===== src/hdl/text_console_cell_writer_macros.svh =====
// ----------------------------------------------------------------------------
// Text console cell writer - assertion macros
// Shared concurrent assertion forms, clocked on clock, disabled in reset.
// ----------------------------------------------------------------------------
`ifndef TEXT_CONSOLE_CELL_WRITER_MACROS_SVH
`define TEXT_CONSOLE_CELL_WRITER_MACROS_SVH

// same-cycle implication
`define TCW_ASSERT_IMPL(label, ante, cons, msg) \
   label: assert property (@(posedge clock) disable iff (reset) (ante) |-> (cons)) \
      else $error(msg);

// next-cycle implication
`define TCW_ASSERT_NEXT(label, ante, cons, msg) \
   label: assert property (@(posedge clock) disable iff (reset) (ante) |=> (cons)) \
      else $error(msg);

`endif


===== src/hdl/tcw_pkg.sv =====
// ----------------------------------------------------------------------------
// Text console cell writer - package
// Command and internal op codes, character constants and the op type.
// ----------------------------------------------------------------------------
`default_nettype none

package tcw_pkg;

   localparam int DEFAULT_COLUMNS = 80;
   localparam int DEFAULT_ROWS    = 25;

   localparam int CMD_W  = 3;
   localparam int CHAR_W = 8;
   localparam int ATTR_W = 8;
   localparam int CELL_W = CHAR_W + ATTR_W;
   localparam int OP_W   = 3;

   localparam int QUEUE_DEPTH = 2;

   // host commands
   localparam logic [CMD_W-1:0] CMD_PUT   = 3'd0;
   localparam logic [CMD_W-1:0] CMD_ERASE = 3'd1;
   localparam logic [CMD_W-1:0] CMD_CLEAR = 3'd2;
   localparam logic [CMD_W-1:0] CMD_DRAW  = 3'd3;
   localparam logic [CMD_W-1:0] CMD_SET   = 3'd4;
   localparam logic [CMD_W-1:0] CMD_READ  = 3'd5;

   // classified ops handed from front to back
   localparam logic [OP_W-1:0] OP_NOP     = 3'd0;
   localparam logic [OP_W-1:0] OP_PUT     = 3'd1;
   localparam logic [OP_W-1:0] OP_NEWLINE = 3'd2;
   localparam logic [OP_W-1:0] OP_ERASE   = 3'd3;
   localparam logic [OP_W-1:0] OP_CLEAR   = 3'd4;
   localparam logic [OP_W-1:0] OP_DRAW    = 3'd5;
   localparam logic [OP_W-1:0] OP_SET     = 3'd6;
   localparam logic [OP_W-1:0] OP_READ    = 3'd7;

   localparam logic [CHAR_W-1:0] BLANK_CHAR   = 8'h20;
   localparam logic [CHAR_W-1:0] MARK_CHAR    = 8'h5F;
   localparam logic [CHAR_W-1:0] NEWLINE_CHAR = 8'h0A;
   localparam logic [ATTR_W-1:0] RESET_ATTR   = 8'h07;

   typedef struct packed {
      logic [OP_W-1:0]   kind;
      logic [CHAR_W-1:0] chr;
   } tcw_op_type;

endpackage

`default_nettype wire


===== src/hdl/tcw_front.sv =====
// ----------------------------------------------------------------------------
// Text console cell writer - front end
// Takes request beats and classifies them into ops for the back end.
// ----------------------------------------------------------------------------
`default_nettype none

module tcw_front
   import tcw_pkg::*;
#(
   parameter int COLUMNS = DEFAULT_COLUMNS,
   parameter int ROWS    = DEFAULT_ROWS
) (
   input  wire logic                                   req_valid,
   output logic                                        req_stall,
   input  wire logic [CMD_W-1:0]                       req_command,
   input  wire logic [CHAR_W-1:0]                      req_char_code,
   input  wire logic                                   req_cursor_visible,
   input  wire logic [$clog2(COLUMNS*ROWS+1)-1:0]      req_position,
   input  wire logic [$clog2(COLUMNS*ROWS+1)-1:0]      req_cell_index,
   input  wire logic                                   queue_full,
   input  wire logic                                   init_busy,
   output logic                                        push,
   output tcw_op_type                                  push_op,
   output logic      [$clog2(COLUMNS*ROWS+1)-1:0]      push_arg
);

   localparam int CELL_COUNT = COLUMNS * ROWS;
   localparam int POS_W      = $clog2(CELL_COUNT + 1);
   localparam logic [POS_W-1:0] N_POS = POS_W'(CELL_COUNT);

   assign req_stall = queue_full || init_busy;
   assign push      = req_valid && !req_stall;

   always_comb begin
      push_op.kind = OP_NOP;
      push_op.chr  = BLANK_CHAR;
      push_arg     = '0;
      case (req_command)
         CMD_PUT: begin
            push_op.kind = (req_char_code == NEWLINE_CHAR) ? OP_NEWLINE : OP_PUT;
            push_op.chr  = req_char_code;
         end
         CMD_ERASE: begin
            push_op.kind = OP_ERASE;
         end
         CMD_CLEAR: begin
            push_op.kind = OP_CLEAR;
         end
         CMD_DRAW: begin
            push_op.kind = OP_DRAW;
            push_op.chr  = req_cursor_visible ? MARK_CHAR : BLANK_CHAR;
         end
         CMD_SET: begin
            push_op.kind = OP_SET;
            push_arg     = (req_position > N_POS) ? N_POS : req_position;
         end
         CMD_READ: begin
            // off-screen reads answer zero without touching memory
            push_op.kind = (req_cell_index < N_POS) ? OP_READ : OP_NOP;
            push_arg     = req_cell_index;
         end
         default: begin
            push_op.kind = OP_NOP;
         end
      endcase
   end

endmodule

`default_nettype wire


===== config.mk =====
export PLATFORM = sky130hd
export DESIGN_NAME = tcw_front
export DESIGN_NICKNAME = d
export VERILOG_FILES = /design/src/hdl/text_console_cell_writer_macros.svh /design/src/hdl/tcw_pkg.sv /design/src/hdl/tcw_front.sv
export SDC_FILE = /design/constraint.sdc
export NUM_CORES = 1
export LEC_CHECK = 0
export BUFFER_PORTS_ARGS = -buffer_cell sky130_fd_sc_hd__buf_2
export CORE_AREA = 2 2 39 41
export DETAILED_ROUTE_END_ITERATION = 7
export DIE_AREA = 0 0 41 43
export GPL_ROUTABILITY_DRIVEN = 0
export PLACE_DENSITY = 0.84
export SYNTH_ARGS = -nofsm -noshare
export SYNTH_HDL_FRONTEND = slang
export SYNTH_SLANG_ARGS = --single-unit

===== constraint.sdc =====
create_clock -name vclk -period 1.4
set_input_delay 0.07 -clock vclk [all_inputs]
set_output_delay 0.07 -clock vclk [all_outputs]
set_load 0.03 [all_outputs]

---- Yosys cells after proc, flatten, opt, wreduce, memory -nomap -nowiden ----
Cells that the tools add are included.
storage, ports and cells
  bits in registers ....................... 0
  output and inout bits ................... 24
cells by class
  equality and inequality tests ........... 6
  reductions and logical operators ........ 4
  $lt $le $gt $ge ......................... 2
  multiplexer cells ....................... 7
operator list
  kind                    number
  $pmux W11 S2            1
  $pmux W3 S6             1
  $pmux W8 S2             1
  $gt A11 B11 Y1 const B  1
  $lt A11 B11 Y1 const B  1
  $mux W11                1
  $eq A8 B4 Y1 const B    1
  $mux W7                 1
  $eq A3 B2 Y1 const B    2
  $eq A3 B3 Y1 const B    2
  $eq A3 B1 Y1 const B    1
  $logic_not A3 Y1        1
  $mux W3                 1
  $mux W2                 1
  $logic_and A1 B1 Y1     1
  $logic_not A1 Y1        1
  $logic_or A1 B1 Y1      1

---- Longest topological paths before layout ----
  depth after elaboration ................. 3
  gate-level depth with buffers ........... 5

---- Least setup slack after synthesis ----
OpenSTA, ideal clock, no wires.
  path kind ............................... input -> output
  start ................................... input port req_cell_index[5]
  end ..................................... output port push_op[8] (netlist name)
  slack ................................... -0.165 ns
  required time ........................... 1.330 ns
  data arrival time ....................... 1.495 ns
  stages on the path ...................... 3
  path through ............................ o21ai_0 -> nor2_1 -> o311ai_0
RTL lines
  what             RTL line         source
  start, declared  tcw_front.sv:19  input wire logic [$clog2(COLUMNS*ROWS+1)-1:0] req_cell_index,
  end, declared    tcw_front.sv:23  output tcw_op_type push_op,

==> reports/results.tsv <==
metric	value	unit
maxCapViolCount	0	
pwr-share-comb	100.0	%
drive_above_1_share	57.6	%
vias	683	
min_period_over_period	86.2	%
ant_nets	0	
dpl.hpwl	1300	µm
hp-class	in2out	
leakagePower	0.404	nW
p_per_area	356	nW/µm²
internal_power	0.0973	mW
synth_cells	61	
die_y	43	µm
fin_tns_setup	0	ps
fin_nets	157	
initial_utilization	29.9	%
cts_setup_buffers	0	
arrival	1140	ps
rsz0062_at_grt	no	
synth_fp_nets	98	
die_w	41	µm
ios	61	
multi_input_area	382	µm²
min_period	1210	ps
grt_max_degree	16	
nClkBuffers	0	
nFlopsAndLatches	0	
synthesis.area	414	µm²
tightest_slew	350	ps
drc	0	
ir_worst_vdd	0.000124	V
wl_per_cell	11.4	µm
synth.distinct_cells	28	
routed_via_density	5.10	
grtUsageTotal	15.3	%
required	1330	ps
slew_headroom	76.6	%
routed_wl	1530	µm
grt_overflow	0	
final_cell_area	714	µm²
fill_cells	152	
area_growth	72.5	%
yosysWarnings	0	
antenna_found_initial	0	
dpl_cell_area	714	µm²
hold_violations	0	
cts_hold_buf	0	
syn_avg_cell_area	6.79	µm²
coreArea	1380	µm²
slew_viol_final	0	
swShare	61.7	%
cp-end-kind	output port	
switchingPower	0.157	mW
detail_route.first_pass.iterations	4	
setup_viol	0	
drtIter0Drc	6	
grt_pass1_wl	2040	µm
crit_type	in2out	
port_buffers	61	
cp_max_fo	2	
pwr-share-seq	0	%
regArea	0	µm²
p_clk_share	0	%
cts-resized-gates	0	
status	finished, final reports clean	
antennaDiodeCount	0	
first_global_vias	522	
ys_seq_area_share	0	%
placementRows	14	
fmax	828	MHz
die_area	1760	µm²
worst_setup_path_start_kind	primary input	
cells in the mapped netlist (all sizes together):
| master | n | area (µm²) |
|---|---|---|
| nor2 | 10 | 40.0 |
| nand4 | 1 | 6.26 |
| or2 | 1 | 6.26 |
| nor4b | 1 | 8.76 |
| a211oi | 3 | 35.0 |
| a311oi | 1 | 8.76 |
| o311ai | 1 | 8.76 |
| a22o | 5 | 43.8 |
| buf | 3 | 33.8 |
| a211o | 1 | 8.76 |
| a21o | 1 | 7.51 |
| nand3 | 1 | 5.00 |
| nor4 | 1 | 6.26 |
| and4bb | 1 | 12.5 |
| and4 | 1 | 8.76 |
| o21a | 1 | 7.51 |
| nand2b | 3 | 26.3 |
| nor3 | 2 | 10.0 |
| nand2 | 6 | 22.5 |
| or3 | 1 | 6.26 |
| o21ai | 2 | 10.0 |
| inv | 2 | 7.51 |
| a21oi | 6 | 30.0 |
| mux2i | 5 | 50.1 |
| clkbuf | 1 | 3.75 |
critical path, stage by stage:
cell and delay (ps):
buf_2 100, nor4_1 360, a211oi_1 140, a311oi_2 240
buf_2 230
layer usage:
layer	global-route usage, %	wire length, µm
met1	16.1	556
met2	31.6	805
met3	0.524	150
met4	0	12
met5	0	0
worst paths after layout:
path	start	end	slack (ps)	cells past startpoint
max	req_char_code[2]	push_op[9]	190	5
min	req_valid	push	470	4
layout by cell type, fill, tap and decap left out, types with 2 or more instances in the layout:
master,count
nand2b_1,2
nor2_1,9
a22o_1,5
mux2i_1,5
a21oi_1,6
a211oi_1,2
inv_1,2
buf_2,61
nand2_1,6
o21ai_0,2
nor3_1,2
stage by stage:
stage	instances	power [mW]	utilization [%]	setup WS [ps]	hold WS [ps]
floorplan	61	0.161	-	180	291
global placement	134	0.248	51.6	205	465
detailed placement	134	0.254	51.6	187	471
CTS	134	0.255	51.6	187	472
global route	134	0.275	51.6	88.2	483
finish	134	0.254	51.6	193	469
kinds of logic after synthesis:
group	after synthesis	synth area share, %
AOI/OAI and AO/OA	21	38.7
buffers and inverters	6	10.9
muxes	5	12.1
and+or+nand+nor	29	38.4
layout make-up:
cell class	count	share of cell area, %
multi-input combinational	55	53.4
tap	16	2.80
inverter	2	1.05
timing repair buffer	61	42.7
power by group through the flow:
stage	clock network, mW	logic (mW)	registers, mW
floorplan	0	0.161	0
global placement	0	0.248	0
detailed placement	0	0.254	0
CTS	0	0.255	0
global route	0	0.275	0
finish	0	0.254	0
Note: power is estimated with default switching activity, not from simulation.
