--- src/hdl/text_console_cell_writer_macros.svh ---
// ----------------------------------------------------------------------------
// Text console cell writer - assertion macros
// Shared concurrent assertion forms, clocked on clock, disabled in reset.
// ----------------------------------------------------------------------------
`ifndef TEXT_CONSOLE_CELL_WRITER_MACROS_SVH
`define TEXT_CONSOLE_CELL_WRITER_MACROS_SVH

// same-cycle implication
`define TCW_ASSERT_IMPL(label, ante, cons, msg) \
   label: assert property (@(posedge clock) disable iff (reset) (ante) |-> (cons)) \
      else $error(msg);

// next-cycle implication
`define TCW_ASSERT_NEXT(label, ante, cons, msg) \
   label: assert property (@(posedge clock) disable iff (reset) (ante) |=> (cons)) \
      else $error(msg);

`endif

--- src/hdl/tcw_pkg.sv ---
// ----------------------------------------------------------------------------
// Text console cell writer - package
// Command and internal op codes, character constants and the op type.
// ----------------------------------------------------------------------------
`default_nettype none

package tcw_pkg;

   localparam int DEFAULT_COLUMNS = 80;
   localparam int DEFAULT_ROWS    = 25;

   localparam int CMD_W  = 3;
   localparam int CHAR_W = 8;
   localparam int ATTR_W = 8;
   localparam int CELL_W = CHAR_W + ATTR_W;
   localparam int OP_W   = 3;

   localparam int QUEUE_DEPTH = 2;

   // host commands
   localparam logic [CMD_W-1:0] CMD_PUT   = 3'd0;
   localparam logic [CMD_W-1:0] CMD_ERASE = 3'd1;
   localparam logic [CMD_W-1:0] CMD_CLEAR = 3'd2;
   localparam logic [CMD_W-1:0] CMD_DRAW  = 3'd3;
   localparam logic [CMD_W-1:0] CMD_SET   = 3'd4;
   localparam logic [CMD_W-1:0] CMD_READ  = 3'd5;

   // classified ops handed from front to back
   localparam logic [OP_W-1:0] OP_NOP     = 3'd0;
   localparam logic [OP_W-1:0] OP_PUT     = 3'd1;
   localparam logic [OP_W-1:0] OP_NEWLINE = 3'd2;
   localparam logic [OP_W-1:0] OP_ERASE   = 3'd3;
   localparam logic [OP_W-1:0] OP_CLEAR   = 3'd4;
   localparam logic [OP_W-1:0] OP_DRAW    = 3'd5;
   localparam logic [OP_W-1:0] OP_SET     = 3'd6;
   localparam logic [OP_W-1:0] OP_READ    = 3'd7;

   localparam logic [CHAR_W-1:0] BLANK_CHAR   = 8'h20;
   localparam logic [CHAR_W-1:0] MARK_CHAR    = 8'h5F;
   localparam logic [CHAR_W-1:0] NEWLINE_CHAR = 8'h0A;
   localparam logic [ATTR_W-1:0] RESET_ATTR   = 8'h07;

   typedef struct packed {
      logic [OP_W-1:0]   kind;
      logic [CHAR_W-1:0] chr;
   } tcw_op_type;

endpackage

`default_nettype wire

--- src/hdl/tcw_queue.sv ---
// ----------------------------------------------------------------------------
// Text console cell writer - op queue
// Short FIFO between front and back end.
// ----------------------------------------------------------------------------
`default_nettype none

module tcw_queue
   import tcw_pkg::*;
#(
   parameter int WIDTH = 16
) (
   input  wire logic             clock,
   input  wire logic             reset,
   input  wire logic             push,
   input  wire logic [WIDTH-1:0] push_data,
   input  wire logic             pop,
   output logic                  full,
   output logic                  head_valid,
   output logic      [WIDTH-1:0] head_data
);

   localparam int PTR_W = $clog2(QUEUE_DEPTH);
   localparam int CNT_W = $clog2(QUEUE_DEPTH + 1);
   localparam logic [CNT_W-1:0] FULL_CNT = CNT_W'(QUEUE_DEPTH);
   localparam logic [PTR_W-1:0] LAST_PTR = PTR_W'(QUEUE_DEPTH - 1);

   logic [WIDTH-1:0] slot_ff [QUEUE_DEPTH];
   logic [PTR_W-1:0] wr_ptr_ff, wr_ptr_in;
   logic [PTR_W-1:0] rd_ptr_ff, rd_ptr_in;
   logic [CNT_W-1:0] count_ff, count_in;
   logic             do_push, do_pop;

   assign full       = (count_ff == FULL_CNT);
   assign head_valid = (count_ff != '0);
   assign head_data  = slot_ff[rd_ptr_ff];
   assign do_push    = push && !full;
   assign do_pop     = pop && head_valid;

   always_comb begin
      wr_ptr_in = wr_ptr_ff;
      rd_ptr_in = rd_ptr_ff;
      count_in  = count_ff;
      if (do_push) begin
         wr_ptr_in = (wr_ptr_ff == LAST_PTR) ? '0 : wr_ptr_ff + PTR_W'(1);
      end
      if (do_pop) begin
         rd_ptr_in = (rd_ptr_ff == LAST_PTR) ? '0 : rd_ptr_ff + PTR_W'(1);
      end
      if (do_push && !do_pop) begin
         count_in = count_ff + CNT_W'(1);
      end else if (do_pop && !do_push) begin
         count_in = count_ff - CNT_W'(1);
      end
   end

   always_ff @(posedge clock) begin
      if (reset) begin
         wr_ptr_ff <= '0;
         rd_ptr_ff <= '0;
         count_ff  <= '0;
      end else begin
         wr_ptr_ff <= wr_ptr_in;
         rd_ptr_ff <= rd_ptr_in;
         count_ff  <= count_in;
      end
   end

   always_ff @(posedge clock) begin
      if (do_push) begin
         slot_ff[wr_ptr_ff] <= push_data;
      end
   end

endmodule

`default_nettype wire

--- config.mk ---
export PLATFORM = sky130hd
export DESIGN_NAME = tcw_queue
export DESIGN_NICKNAME = d
export VERILOG_FILES = /design/src/hdl/text_console_cell_writer_macros.svh /design/src/hdl/tcw_pkg.sv /design/src/hdl/tcw_queue.sv
export SDC_FILE = /design/constraint.sdc
export NUM_CORES = 1
export LEC_CHECK = 0
export ABC_CLOCK_PERIOD_IN_PS = 1400
export BUFFER_PORTS_ARGS = -buffer_cell sky130_fd_sc_hd__buf_2
export CORE_ASPECT_RATIO = 1.25
export CORE_MARGIN = 1.5
export CORE_UTILIZATION = 45
export DETAILED_ROUTE_END_ITERATION = 16
export MAX_ROUTING_LAYER = met4
export PLACE_DENSITY = 0.71
export SLEW_MARGIN = 30
export SYNTH_ARGS = -nofsm -noshare
export SYNTH_HDL_FRONTEND = slang
export SYNTH_SLANG_ARGS = --single-unit
--- constraint.sdc ---
create_clock -name clock -period 1.4 [get_ports clock]
set_input_delay 0.28 -clock clock [delete_from_list [all_inputs] [get_ports clock]]
set_output_delay 0.28 -clock clock [all_outputs]
set_load 0.01 [all_outputs]
# Word-level counts from Yosys, hierarchy flattened
# Memory sizes are Yosys's and may differ from the RTL's. A register that Yosys moved wholly into a read port is not among the register bits.
# Index checks and enable logic that the tools add are counted.
[op_classes]
div = 0
addsub = 4
order_cmp = 0
bitwise = 0
n_shift = 0
mul = 0
n_mux = 8
eq_ne = 1
n_reduce_logical = 9
[ops]
columns = ["cell", "n"]
rows = [
  ["1-bit 2-to-1 mux", 6],
  ["1-bit logical AND", 4],
  ["2-bit 2-to-1 mux", 2],
  ["2-bit nonzero test", 2],
  ["1-bit logical NOT", 3],
  ["1-bit adder, second input constant", 2],
  ["2-bit by 1-bit adder with 2-bit output, second input constant", 1],
  ["2-bit equality test, second input constant", 1],
  ["2-bit by 1-bit subtractor with 2-bit output, second input constant", 1],
]
[word_totals]
latchBits = 0
wordCells = 26
ff_bits = 4
n_memories = 1
mem_bits_rw = 32
rom_bits = 0
input_bits = 20
[mem_list]
columns = ["name", "depth", "word_bits", "rd", "rd_clocked_by_memory_dff", "wr", "line", "source"]
rows = [
  ["slot_ff", 2, 16, 1, 1, 1, "tcw_queue.sv:27", "logic [WIDTH-1:0] slot_ff [QUEUE_DEPTH];"],
]

# Longest topological paths before layout
[depth]
depth_word = 7
ltp_mapped = 6

# Worst setup path after synthesis
# Ideal clock, no wire load.
[synth_path]
kind = "register to register"
from = "register count_ff[1]"
to = "memory slot_ff[0][0], enable pin"
path_stages_with_launch = 4
setup_time_ns = 0.364
path_slack_ns = -0.114
required_ns = 1.036
arrival_time_ns = 1.150
path_cell_list = "dfxtp_1 nor2b_2 or3_1 inv_1"
[synth_between]
elab_chain_cells = 5
[synth_lines]
columns = ["element", "line", "source"]
rows = [
  ["from (decl)", "tcw_queue.sv:30", "logic [CNT_W-1:0] count_ff, count_in;"],
  ["from (signal assigned)", "tcw_queue.sv:64", "count_ff <= count_in;"],
  ["2-bit equality test", "tcw_queue.sv:33", "assign full = (count_ff == FULL_CNT);"],
  ["named net full", "tcw_queue.sv:17", "output logic full,"],
  ["1-bit logical NOT", "tcw_queue.sv:36", "assign do_push = push && !full;"],
  ["1-bit logical AND", "tcw_queue.sv:36", ""],
  ["1-bit 2-to-1 mux", "tcw_queue.sv:69", "if (do_push) begin"],
  ["1-bit 2-to-1 mux (implied by the code)", "tcw_queue.sv:70", "slot_ff[wr_ptr_ff] <= push_data;"],
  ["to (decl)", "tcw_queue.sv:27", ""],
]
# The timed path passes the listed nets, and every way through them passes these cells.

==> flow_summary.toml <==
[sta]
layout_setup_ws_ns = -0.196
hold_viol = 0
period_share_pct = 114
fin_skew_ns = 0.00232
slew_headroom_pct = 84.0
setup_viol = 34
report.final.slew_viol_count = 0
fin_crit_ns = 1.60
fmax_mhz = 627
rsz0062_at_grt = "true"
tightest_slew_ns = 0.238

[logic_synthesis]
yosys_warnings = 0
yosysSeqAreaShare_pct = 77.4
synth.area.top_cells = "edfxtp_1, mux2_2, dfxtp_1"
synth_top_area_share_pct = 70.1
ys_ff_latch = 37
netlist_area_mm2 = 0.00137
syn-num-nets = 96
ys_types = 14
synth_area_per_cell_um2 = 18.3
syn_inst = 75
yosys.area.top_type = "edfxtp_1"

[global_routing]
grt_pass1_vias = 801
grt_overflow_total = 0
antenna_found_initial = 0
grt_use_total_pct = 15.4
grt_max_degree = 17
grt_pass1_wl_um = 3470

[critical_path]
worstPathMaxFanout = 8
cp-end-kind = "output pin"
cp_data_required_time_ns = 1.12
critical_path_class = "register to output pin"
ff2ff_path_depth = 6
worstSetupStartpointType = "register"
worstPathArrival_ns = 1.32

[clock_tree]
ctsHtreeMaxLevel = 2
clock_latency_ns = 0.33
holdBufCountCts = 0
clock_path_buffers = 2
cts_inserted_buffers = 5
path_clk_slew_ns = 0.10
root_buffer = "clkbuf_4"
cts_tree = "built"
clkSinkCount = 37

[layout]
fin_nets = 146
final_core_util_pct = 68.1
layout_commonest_cell = "edfxtp_1"
fill_cells = 210
n_antenna_cell = 0
design_area_mm2 = 0.00199
regArea_mm2 = 0.00107
drive_gt1_share_pct = 64.3
final_cell_mix = "edfxtp_1, buf_6, buf_2"
layoutNonFillerInstCount = 162
area_delta_synth_final_pct = 44.8
multi_input_area_um2 = 388

[detailed_routing]
routed_wl_um = 2600
vias_per_cell = 5.05
drtAntennaViolNets = 0
drc = 0
wl_per_cell_um = 16.0
drtIter0Drc = 23
vias = 818
first_pass_iters = 4

[outcome]
status = "complete, but fails checks"
violations = "negative setup slack"

[power]
leakagePower_nw = 0.789
p_per_area_mw_per_mm2 = 1790
ir_worst_vdd_mv = 1.12

[floorplanning]
coreArea_mm2 = 0.00292
initial_core_util_pct = 47.0
floorplan.rows = 22
dieHeight_um = 64.7
ios = 38
fp.dieArea_mm2 = 0.00339
die_w_um = 52.4

[placed_design]
io_buffers = 37
dp.cells = 151
place.gp.congestion = 0.621
placed_cell_area_mm2 = 0.00168
dp_slack_ns = -0.116
post-dp-hpwl_um = 1620

[worst_hold_path]
min_delay_path_depth = 1
hp-class = "input port to register"

[flow_run]
cap_violations = 0
-- metrics by stage --
| step | setup TNS, ns | total power, mW | hold WS, ns |
|---|---|---|---|
| 6_report | -3.91 | 3.55 | 0.137 |
| 5_1_grt | -5.35 | 3.72 | 0.111 |
| 4_1_cts | -4.20 | 3.28 | 0.118 |
| 3_5_place_dp | -0.116 | 2.49 | 0.474 |
| 3_3_place_gp | 0 | 2.44 | 0.469 |
| 2_1_floorplan | -0.00525 | 2.06 | 0.342 |
-- power by group --
part	internal, mW	switching, mW	total (mW)
combinational	0.945	0.592	1.54
clock	0.191	0.311	0.502
sequential	1.41	0.0996	1.51
total	2.55	1.00	3.55
-- layer usage --
metal	vias to the layer above	global-route usage, %	part of all wire [%]
li1	382	-	-
met1	403	14.2	35
met2	29	28.4	59
met3	4	3.46	4.5
met4	0	7.69	1.5
met5	-	-	0
-- cells in the mapped netlist --
cell       n
inv_1      2
edfxtp_1  32
mux2_2    16
or3_1      2
xor2_1     3
and2_1     1
nor2_1     4
a21oi_1    2
nor2b_2    1
or2_2      1
buf_2      2
ha_1       1
dfxtp_1    5
o21ai_0    3
-- what timing repair did --
item,4_1_cts,5_1_grt
pin swaps,3,3
endpoints found under the setup margin,18,35
endpoints found under the hold margin,0,0
cloned,0,1
setup buffers,2,0
resized for setup,23,23
-- registers in the layout, summed over array words and instances, names as in the netlist, named ones only --
signal and count:
count_ff 2, rd_ptr_ff 1, slot_ff 32, wr_ptr_ff 1
-- path summary, 6_finish.rpt --
path                                          startpoint                        to  slack, ns
worst max-delay path                            register              head_data[9]      -0.20
worst min-delay path                        push_data[2]   slot_ff[1][2]$_DFFE_PP_       0.14
worst max register to register  count_ff[1]$_SDFFE_PP0P_  count_ff[1]$_SDFFE_PP0P_      -0.08
worst min register to register    rd_ptr_ff$_SDFFE_PP0P_                  register       0.52
-- worst max-delay path: stages (launching register included) --
cell,delay [ns]
dfxtp_4,0.38
clkbuf_16,0.17
mux2_4,0.31
buf_6,0.12
-- cell families (layout without fill, tap and decap cells) --
| group | after synthesis | count (layout) | synth area share, % |
|---|---|---|---|
| flip-flops | 37 | 37 | 77.4 |
| multiplexers | 16 | 16 | 13.1 |
| AND/OR/NAND/NOR | 9 | 9 | 3.56 |
| AO/OA/AOI/OAI | 5 | 5 | 1.82 |
| buffers and inverters | 4 | 55 | 1.28 |
| XOR/XNOR | 3 | 3 | 1.92 |
| adder cells (fa/ha/maj) | 1 | 1 | 0.912 |
-- final cells by class --
class                           count  share of cell area (%)
Clock inverter                      2                   0.504
Tap cell                           36                    2.27
Timing Repair Buffer               45                    21.2
Multi-Input combinational cell     34                    19.5
Inverter                            2                   0.567
Clock buffer                        6                    2.08
Sequential cell                    37                    53.9
Power figures use the tool's default switching activity.
